### src/rtl/ifd_pkg.sv
`timescale 1ns / 1ps

package ifd_pkg;

    // Fixed widths of the line length register and the delay field
    localparam int CFG_W = 13;
    localparam int DLY_W = 20;

    localparam logic [CFG_W-1:0] LINE_LENGTH_RESET = 13'd4096;

    typedef enum logic [2:0] {
        S_CLEAR,
        S_IDLE,
        S_RD1,
        S_RD2,
        S_INTERP,
        S_MIX,
        S_FB,
        S_WB
    } state_t;

    typedef struct packed {
        logic ld_s1;
        logic ld_prod;
        logic ld_o;
        logic ld_fb;
    } arith_ctl_t;

endpackage

### src/rtl/ifd_arith.sv
`timescale 1ns / 1ps

module ifd_arith #(
    parameter int SAMPLE_BITS = 16,
    parameter int FRAC_BITS   = 8,
    localparam int FW         = (FRAC_BITS > 0) ? FRAC_BITS : 1
) (
    input  logic                          clk,
    input  ifd_pkg::arith_ctl_t           ctl,
    input  logic signed [SAMPLE_BITS-1:0] rd_data,
    input  logic signed [SAMPLE_BITS-1:0] x,
    input  logic signed [SAMPLE_BITS-1:0] g,
    input  logic        [FW-1:0]          frac,
    output logic signed [SAMPLE_BITS-1:0] o,
    output logic signed [SAMPLE_BITS-1:0] w
);

    localparam int SB = SAMPLE_BITS;
    localparam int DW = SB + 1;
    localparam int PW = FW + 1 + DW;
    localparam int OW = PW + 1;
    localparam int MW = 2 * SB;
    localparam int WW = SB + 2;

    localparam logic signed [PW-1:0] HALF  = PW'((2 ** FRAC_BITS) / 2);
    localparam logic signed [OW-1:0] O_MAX = {{(OW-SB+1){1'b0}}, {(SB-1){1'b1}}};
    localparam logic signed [OW-1:0] O_MIN = {{(OW-SB+1){1'b1}}, {(SB-1){1'b0}}};
    localparam logic signed [MW-1:0] F_HALF = {{(SB+1){1'b0}}, 1'b1, {(SB-2){1'b0}}};
    localparam logic signed [WW-1:0] W_MAX = {3'b000, {(SB-1){1'b1}}};
    localparam logic signed [WW-1:0] W_MIN = {3'b111, {(SB-1){1'b0}}};

    logic signed [SB-1:0] s1_reg;
    logic signed [PW-1:0] prod_reg;
    logic signed [SB-1:0] o_reg;
    logic signed [MW-1:0] fbp_reg;

    logic signed [DW-1:0] diff;
    logic signed [PW-1:0] prod;
    logic signed [PW-1:0] step;
    logic signed [OW-1:0] o_wide;
    logic signed [SB-1:0] o_next;
    logic signed [MW-1:0] fbp;
    logic signed [MW-1:0] fb;
    logic signed [WW-1:0] w_wide;

    always_comb
    begin
        diff = DW'(rd_data) - DW'(s1_reg);
        prod = $signed({1'b0, frac}) * diff;
    end

    // Round half up, then clamp the interpolated sample
    always_comb
    begin
        step   = (prod_reg + HALF) >>> FRAC_BITS;
        o_wide = OW'(s1_reg) + OW'(step);
        if (o_wide > O_MAX)
        begin
            o_next = SB'(O_MAX);
        end
        else if (o_wide < O_MIN)
        begin
            o_next = SB'(O_MIN);
        end
        else
        begin
            o_next = SB'(o_wide);
        end
    end

    assign fbp = o_reg * g;

    always_comb
    begin
        fb     = (fbp_reg + F_HALF) >>> (SB - 1);
        w_wide = WW'(x) + WW'(fb);
        if (w_wide > W_MAX)
        begin
            w = SB'(W_MAX);
        end
        else if (w_wide < W_MIN)
        begin
            w = SB'(W_MIN);
        end
        else
        begin
            w = SB'(w_wide);
        end
    end

    always_ff @(posedge clk)
    begin
        if (ctl.ld_s1)
        begin
            s1_reg <= rd_data;
        end
        if (ctl.ld_prod)
        begin
            prod_reg <= prod;
        end
        if (ctl.ld_o)
        begin
            o_reg <= o_next;
        end
        if (ctl.ld_fb)
        begin
            fbp_reg <= fbp;
        end
    end

    assign o = o_reg;

endmodule

### config.mk
export PLATFORM = sky130hd
export DESIGN_NAME = ifd_arith
export DESIGN_NICKNAME = d
export VERILOG_FILES = /design/src/rtl/ifd_pkg.sv /design/src/rtl/ifd_arith.sv
export SDC_FILE = /design/constraint.sdc
export NUM_CORES = 1
export LEC_CHECK = 0
export BUFFER_PORTS_ARGS = -buffer_cell sky130_fd_sc_hd__buf_2
export CAP_MARGIN = 20
export CORE_MARGIN = 2
export CORE_UTILIZATION = 54
export CTS_CLUSTER_SIZE = 25
export DETAILED_ROUTE_END_ITERATION = 6
export GPL_TIMING_DRIVEN = 1
export HOLD_SLACK_MARGIN = 0.15
export PLACE_DENSITY = 0.71
export SYNTH_ARGS = -nofsm -noshare
export SYNTH_HDL_FRONTEND = slang
export SYNTH_SLANG_ARGS = --single-unit
export TNS_END_PERCENT = 20
### constraint.sdc
create_clock -name clk -period 13.3 [get_ports clk]
set_input_delay 0 -clock clk [delete_from_list [all_inputs] [get_ports clk]]
set_output_delay 0 -clock clk [all_outputs]
set_load 0.05 [all_outputs]
==> impl_metrics.py <==
metrics = {
    "sta": {
        "fmax_ghz": 0.136,
        "finClkSkew_ns": 0.0114,
        "rsz0062_at_grt": "no",
        "hold_violations": 0,
        "period_share_pct": 55.1,
        "setup_viol": 0,
        "tightest_slew_ns": 1.01,
        "finalMaxSlewViolations": 0,
        "relSlewSlack_pct": 31.5,
        "tns_ns": 0,
        "finalWorstSetupSlack_ns": 5.97,
        "period_needed_ns": 7.33,
        "hold_ws_ns": 0.384,
    },
    "setup_path": {
        "cp.arrival_ns": 7.43,
        "crit_start": "s1_reg[1]",
        "max_stage_delay_ns": 0.58,
        "reg2reg_from": "s1_reg[1]",
        "crit_required_ns": 13.40,
        "critPathTopFamily": "adder cells",
        "cp_num_buf_inv": 4,
        "path_class": "flop to flop",
        "crit_slowest_cell": "or4_1",
        "crit_end": "prod_reg[25]",
        "start_kind": "flop",
        "end_kind": "flop",
        "r2r-end": "prod_reg[25]",
        "critPathMaxFanout": 8,
        "reg2regPathDepth": 25,
        "cp.depth": 25,
        "r2r_setup_slack_ns": 5.97,
    },
    "clocking": {
        "clockRootBuffer": "clkbuf_16",
        "cts_buffers": 9,
        "cts_max_level": 3,
        "tritoncts": "done",
        "postCtsSetupRepairBufs": 0,
        "clkTransAtPathRegs_ns": 0.07,
        "cts_buffer_depth": 2,
        "clock-sinks": 69,
        "clock_latency_ns": 0.36,
    },
    "synthesis": {
        "avgSynthCellArea_um2": 9.16,
        "yosysTopAreaCell": "fa_1",
        "synth_warnings": 0,
        "syn-num-nets": 2738,
        "syn_area_um2": 19500,
        "yosysMostFrequentCell": "inv_1",
        "synth-edff-count": 69,
        "synth_cell_types": 69,
        "synth-async-reset-ratio_pct": 0,
        "seq_area_frac_synth_pct": 10.6,
        "synth_ff_type": "edfxtp_1",
        "ys_ff_latch": 69,
        "synth_common_cells": "inv_1 (480), fa_1 (371), nand2_1 (257)",
        "synthTopCellsByArea": "fa_1 (38%), ha_1 (12%), edfxtp_1 (11%)",
        "netlist.area_leader.share_pct": 38.1,
        "syn_inst": 2125,
    },
    "floorplan": {
        "die_w_um": 194,
        "core_area_um2": 35600,
        "pin_count": 93,
        "dieHeight_um": 194,
        "die_area_um2": 37600,
        "start_util_pct": 54.7,
        "num_rows": 69,
    },
    "drt": {
        "dr.pass1.iters": 6,
        "routed_wl_um": 41700,
        "drc_errors": 0,
        "ant_nets": 0,
        "drtIter0Drc": 876,
        "vias": 14300,
        "wl_per_cell_um": 15.6,
        "viasPerCell": 5.35,
    },
    "grt": {
        "grt_usage_pct": 23.8,
        "antenna_found_initial": 0,
        "grt-ovfl-total": 0,
        "first_global_vias": 15400,
        "grt_pass1_wl_um": 73600,
        "grt_max_degree": 20,
    },
    "outcome": {
        "status": "complete, no violations",
    },
    "cells_and_area": {
        "syn2layout_area_growth_pct": 6.88,
        "final_core_util_pct": 58.5,
        "largest_reg_flops": 19,
        "antenna_cells": 0,
        "nFillCells": 3079,
        "fin_nets": 2812,
        "drive_gt1_share_pct": 6.22,
    },
    "worst_hold_path": {
        "hp-class": "primary input to flop",
    },
    "flow_run": {
        "cap_violations": 0,
    },
    "place": {
        "pre_cts_ws_ns": 6.04,
        "port_buffers": 92,
        "gp_congestion": 0.898,
        "hpwl_um": 34600,
    },
}
==> area by class of cell <==
| type | instances | area, um2 | area share, % |
|---|---|---|---|
| Inverter | 481 | 1810 | 8.68 |
| Clock buffer | 9 | 225 | 1.08 |
| Sequential cell | 69 | 2070 | 9.96 |
| Tap cell | 461 | 577 | 2.77 |
| Clock inverter | 7 | 63.8 | 0.307 |
| Multi-Input combinational cell | 1523 | 15400 | 73.9 |
| Timing Repair Buffer | 115 | 683 | 3.28 |
==> what timing repair did <==
action,4_1_cts,5_1_grt
gates resized for setup,0,0
hold endpoints to repair,85,0
hold buffers,20,0
==> placed cells by master, fill, tap and decap left out, types with 46 or more instances in the layout <==
master    count
a21oi_1      56
and2_1      159
buf_2        92
edfxtp_1     69
fa_1        371
ha_1        181
inv_1       480
nand2_1     257
nor2_1       62
o21ai_0      46
xnor2_1      76
==> logic make-up after synthesis <==
| logic type | after synthesis | share of synthesized area (%) |
|---|---|---|
| mux | 8 | 0.443 |
| compound gates | 232 | 8.03 |
| fa+ha+maj | 552 | 49.8 |
| flops | 69 | 10.6 |
| xor+xnor | 113 | 5.08 |
| buf+inv | 533 | 10.3 |
| simple gates | 618 | 15.7 |
==> how the worst min path moves through the flow <==
stage,start,to,depth (start not counted)
after detailed placement,rd_data[0],s1_reg[0],1
after floorplan,rd_data[0],s1_reg[0],0
after global placement,rd_data[0],s1_reg[0],1
after CTS,rd_data[0],s1_reg[0],2
final,rd_data[0],s1_reg[0],2
after global routing,rd_data[1],s1_reg[1],2
==> stage by stage <==
stage	instances	area (um2)
finish	2665	20800
global route	2665	20800
CTS	2665	20800
detailed placement	2629	20300
global placement	2628	20300
floorplan	2125	19500
==> routing by layer <==
layer	share of wire (%)	vias to the layer above	global-route usage [%]
met3	4.6	49	2.52
met4	2.1	0	6.40
met5	0	-	0
met2	49	346	41.0
li1	-	6708	-
met1	44	7148	32.1
Power is not shown: default switching activity piles up to over one toggle a cycle in this logic, so the estimate is an artifact.
